$ cat src/hw/rtl/cba_pkg.sv
// ----------------------------------------------------------------------------
// cba_pkg: shared types and constants for the contiguous block allocator
// Holds the sequencer state type, the scan-unit control group and the
// fixed field widths of the request and result streams.
// ----------------------------------------------------------------------------
package cba_pkg;

    // Fixed widths of the stream fields.
    localparam int unsigned SIZE_W  = 11;
    localparam int unsigned OWNER_W = 10;
    localparam int unsigned BASE_W  = 10;

    // Sequencer states.
    typedef enum logic [2:0] {
        ST_CLEAR,
        ST_IDLE,
        ST_SCAN,
        ST_TAIL,
        ST_DECIDE,
        ST_WRITE,
        ST_DONE
    } cba_state_t;

    // Control group from the sequencer to the run scanner.
    typedef struct packed {
        logic start;  // clear the run tracker for a new request
        logic step;   // one cell's read data is presented
        logic last;   // the presented cell is the last one in memory
        logic best;   // best fit when set, first fit otherwise
    } scan_ctl_t;

endpackage

$ cat src/hw/rtl/cba_scan.sv
// ----------------------------------------------------------------------------
// cba_scan: free-run tracker
// Consumes one cell per step, measures each maximal free run and keeps the
// run that first fit or best fit selects.
// ----------------------------------------------------------------------------
module cba_scan
    import cba_pkg::*;
#(
    parameter int unsigned ADDR_W = 10,
    parameter int unsigned CNT_W  = 11
) (
    input  logic              aclk,
    input  logic              aresetn,
    input  scan_ctl_t         ctl,
    input  logic              cell_free,
    input  logic [ADDR_W-1:0] cell_addr,
    input  logic [SIZE_W-1:0] req_size,
    output logic              found,
    output logic [ADDR_W-1:0] pick_base
);

    logic [CNT_W-1:0]  run_len_reg,   run_len_next;
    logic [ADDR_W-1:0] run_start_reg, run_start_next;
    logic              found_reg,     found_next;
    logic [ADDR_W-1:0] pick_base_reg, pick_base_next;
    logic [CNT_W-1:0]  pick_len_reg,  pick_len_next;

    logic [CNT_W-1:0]  cur_len;
    logic [ADDR_W-1:0] cur_start;
    logic              run_close;
    logic              fits;
    logic              take;

    always_comb begin
        cur_len   = cell_free ? run_len_reg + CNT_W'(1) : run_len_reg;
        cur_start = (cell_free && run_len_reg == '0) ? cell_addr : run_start_reg;
        // A run ends at an occupied cell after free ones, or at the memory end.
        run_close = ctl.step && ((!cell_free && run_len_reg != '0) ||
                                 (cell_free && ctl.last));
        fits      = 32'(cur_len) >= 32'(req_size);
        take      = run_close && fits &&
                    (!found_reg || (ctl.best && cur_len < pick_len_reg));

        run_len_next   = run_len_reg;
        run_start_next = run_start_reg;
        found_next     = found_reg;
        pick_base_next = pick_base_reg;
        pick_len_next  = pick_len_reg;

        if (ctl.start) begin
            run_len_next = '0;
            found_next   = 1'b0;
        end else if (ctl.step) begin
            run_len_next   = (cell_free && !ctl.last) ? cur_len : '0;
            run_start_next = cur_start;
            if (take) begin
                found_next     = 1'b1;
                pick_base_next = cur_start;
                pick_len_next  = cur_len;
            end
        end
    end

    always_ff @(posedge aclk) begin
        if (!aresetn) begin
            run_len_reg <= '0;
            found_reg   <= 1'b0;
        end else begin
            run_len_reg <= run_len_next;
            found_reg   <= found_next;
        end
    end

    always_ff @(posedge aclk) begin
        run_start_reg <= run_start_next;
        pick_base_reg <= pick_base_next;
        pick_len_reg  <= pick_len_next;
    end

    assign found     = found_reg;
    assign pick_base = pick_base_reg;

endmodule

$ cat config.mk
export PLATFORM = sky130hd
export DESIGN_NAME = cba_scan
export DESIGN_NICKNAME = d
export VERILOG_FILES = /design/src/hw/rtl/cba_pkg.sv /design/src/hw/rtl/cba_scan.sv
export SDC_FILE = /design/constraint.sdc
export NUM_CORES = 1
export LEC_CHECK = 0
export ABC_AREA = 1
export BUFFER_PORTS_ARGS = -buffer_cell sky130_fd_sc_hd__buf_4
export CAP_MARGIN = 0
export CORE_MARGIN = 10
export CORE_UTILIZATION = 35
export CTS_CLUSTER_DIAMETER = 40
export DETAILED_ROUTE_END_ITERATION = 16
export GPL_ROUTABILITY_DRIVEN = 0
export MAX_ROUTING_LAYER = met4
export SLEW_MARGIN = 20
export SYNTH_ARGS = -nofsm -noshare
export SYNTH_HDL_FRONTEND = slang
export SYNTH_SLANG_ARGS = --single-unit
$ cat constraint.sdc
create_clock -name aclk -period 11.2 [get_ports aclk]
set_input_delay 2.24 -clock aclk [delete_from_list [all_inputs] [get_ports aclk]]
set_output_delay 2.24 -clock aclk [all_outputs]
set_load 0.03 [all_outputs]
==> impl_metrics.json <==
{
  "track_usage_pct": 10.1,
  "postCtsSetupRepairBufs": 0,
  "synthArstFlopShare_pct": 0,
  "finalHoldViolCount": 0,
  "min_path_cells": 2,
  "yosysWarningCount": 0,
  "fin_worst_skew_ns": 0.00799,
  "post_layout_nonfiller_instances": 420,
  "coreArea_mm2": 0.00691,
  "worstPathMaxFanout": 21,
  "synth_seq_cells": 43,
  "vias_per_cell": 4.40,
  "yosysSeqAreaShare_pct": 46.2,
  "fin_crit_sh_pct": 44.0,
  "fillers": 698,
  "tightestPinTransition_ns": 1.07,
  "cts.clk_slew.worst_paths_ns": 0.09,
  "cts_buffers": 5,
  "end_kind": "flop",
  "final_cell_mix": "nand2_1 (72), inv_1 (49), buf_4 (39), edfxtp_1 (31), ha_1 (23)",
  "drive_gt1_share_pct": 22.8,
  "drc": 0,
  "port_buffers": 38,
  "max_freq_ghz": 0.203,
  "synthTopCellsByArea": "edfxtp_1 (37%), ha_1 (11%), nand2_1 (11%)",
  "postRouteAntennaNets": 0,
  "wl_per_cell_um": 12.7,
  "rsz0062_at_grt": "no",
  "cts.sinks": 43,
  "fin_ws_ns": 6.27,
  "dp_slack_ns": 5.91,
  "status": "finished clean",
  "ir_drop_v": 0.0000605,
  "required_ns": 11.11,
  "cts-root-buf": "clkbuf_8",
  "arrival_ns": 4.85,
  "crit_end": "pick_len_reg[1]$_DFFE_PP_",
  "crit_type": "primary input to flop",
  "maxCapViolCount": 0,
  "fin_setup_tns_ns": 0,
  "multi_input_area_mm2": 0.00115,
  "met2_length_um": 2580,
  "hp-class": "flop to flop",
  "synth.avg_cell_area_um2": 9.05,
  "clock_path_buffers": 2,
  "start_util_pct": 36.7,
  "max_slew_margin_pct": 28.5,
  "grt_pass1_vias": 1873,
  "area_delta_synth_final_pct": 19.5,
  "gr-total-overflow": 0,
  "wl_met1_um": 2540,
  "r2r-start": "run_len_reg[0]$_SDFFE_PP0P_",
  "p_per_area_mw_per_mm2": 99.3,
  "syn-cell-area_mm2": 0.00253,
  "reg2reg_to": "pick_len_reg[1]$_DFFE_PP_",
  "final_common_cell": "nand2_1",
  "yosysTopAreaCell": "edfxtp_1",
  "fin_crit_ns": 4.93,
  "antenna_found_initial": 0,
  "syn-instance-count": 280,
  "ys_types": 29,
  "place_inst": 412,
  "first_pass_iters": 4,
  "drt_iter0_markers": 51,
  "wl_met3_um": 143,
  "dp.final_hpwl_um": 4180,
  "die_h_um": 105,
  "grt_pass1_wl_um": 8880,
  "leakagePower_nw": 1.49,
  "drv_slew": 0,
  "critical_path.startpoint": "cell_free",
  "cts_resized": 0,
  "num_antenna_cells": 0,
  "finish.net_count": 374,
  "synth_top_flop_cell": "edfxtp_1",
  "num_vias": 1847,
  "io_pins": 39,
  "setup_viol": 0,
  "num_rows": 30,
  "r2r_setup_slack_ns": 7.75,
  "maxUsedRoutingLayer": "met4",
  "grt_start_max_net_pins": 22,
  "crit_path_start_kind": "primary input",
  "wl_um": 5320,
  "seq_area_mm2": 0.00117,
  "htreeDepth": 2,
  "yosysTopAreaCellShare_pct": 36.7,
  "syn_nets": 331,
  "die-area_mm2": 0.0110,
  "hold_buffers": 0,
  "synth-edff-count": 31,
  "r2r_cells": 16,
  "clock_latency_ns": 0.29,
  "cts_tree": "done",
  "fp.dieW_um": 105
}
==> logic make-up (layout without fill, tap and decap cells) <==
logic type      after synthesis  in the layout  share of synthesized area [%]
simple gates                118            118                           21.2
fa+ha+maj                    23             23                           11.4
flops                        43             43                           46.2
buf+inv                      57            101                           8.59
compound gates               26             26                           5.38
xor+xnor                      3              3                           1.33
mux                          10             10                           5.93
==> routing by layer <==
layer	GRT usage, %	vias to the layer above
li1	-	984
met1	12.1	834
met2	16.4	25
met3	2.21	4
met4	3.53	0
met5	-	-
==> Yosys cell counts (2+ instances only) <==
cell and count:
nand3_1 12, and2_1 3, o21ai_0 3, clkbuf_1 2, nand2_2 2, dfxtp_1 12, inv_1 49, nand2_1 72
ha_1 23, nor2_1 20, edfxtp_1 31, o21ai_1 4, a21oi_1 17, inv_2 5, nor2_4 2, mux2_4 10
==> how the worst min path moves through the flow <==
stage / startpoint / endpoint / slack, ns
after detailed placement: run_len_reg[9]$_SDFFE_PP0P_ / run_len_reg[9]$_SDFFE_PP0P_ / 0.47
final: run_len_reg[9]$_SDFFE_PP0P_ / run_len_reg[9]$_SDFFE_PP0P_ / 0.49
after floorplan: run_len_reg[9]$_SDFFE_PP0P_ / run_len_reg[9]$_SDFFE_PP0P_ / 0.46
after global routing: run_len_reg[9]$_SDFFE_PP0P_ / run_len_reg[9]$_SDFFE_PP0P_ / 0.52
after CTS: run_len_reg[9]$_SDFFE_PP0P_ / run_len_reg[9]$_SDFFE_PP0P_ / 0.49
after global placement: run_len_reg[9]$_SDFFE_PP0P_ / run_len_reg[9]$_SDFFE_PP0P_ / 0.47
==> worst max-delay path, cell delays in order <==
cell and delay [ns]:
buf_4 0.15, nand3_2 0.13, nor3_4 0.26, nand3_1 0.13, and2_1 0.21, ha_1 0.30
nand2_1 0.07, inv_1 0.07, nand2_1 0.06, nor2_1 0.10, nand2_1 0.05, nand2_1 0.08
nor2_1 0.04, nor2_1 0.08, nand2_1 0.07, nor2_2 0.81
==> power breakdown <==
part           internal [mW]  switching, mW
clock                 0.0446         0.0571
combinational         0.0138         0.0122
sequential             0.172       0.000600
==> area by class of cell <==
cell class,count,share of cell area (%)
Clock buffer,5,2.27
Clock inverter,3,0.785
Timing Repair Buffer,39,9.67
Tap cell,96,3.97
Multi-Input combinational cell,180,37.9
Sequential cell,43,38.7
Inverter,54,6.70
==> metrics by stage <==
| step | power [mW] | hold slack [ns] | util, % | cell area [um2] |
|---|---|---|---|---|
| after floorplan | 0.192 | 0.459 | - | 2530 |
| after global placement | 0.202 | 0.474 | 42.5 | 2930 |
| after detailed placement | 0.203 | 0.474 | 42.5 | 2930 |
| after CTS | 0.304 | 0.489 | 43.8 | 3030 |
| after global routing | 0.313 | 0.522 | 43.8 | 3030 |
| final | 0.301 | 0.487 | 43.8 | 3030 |
(Power assumes the default switching activity.)
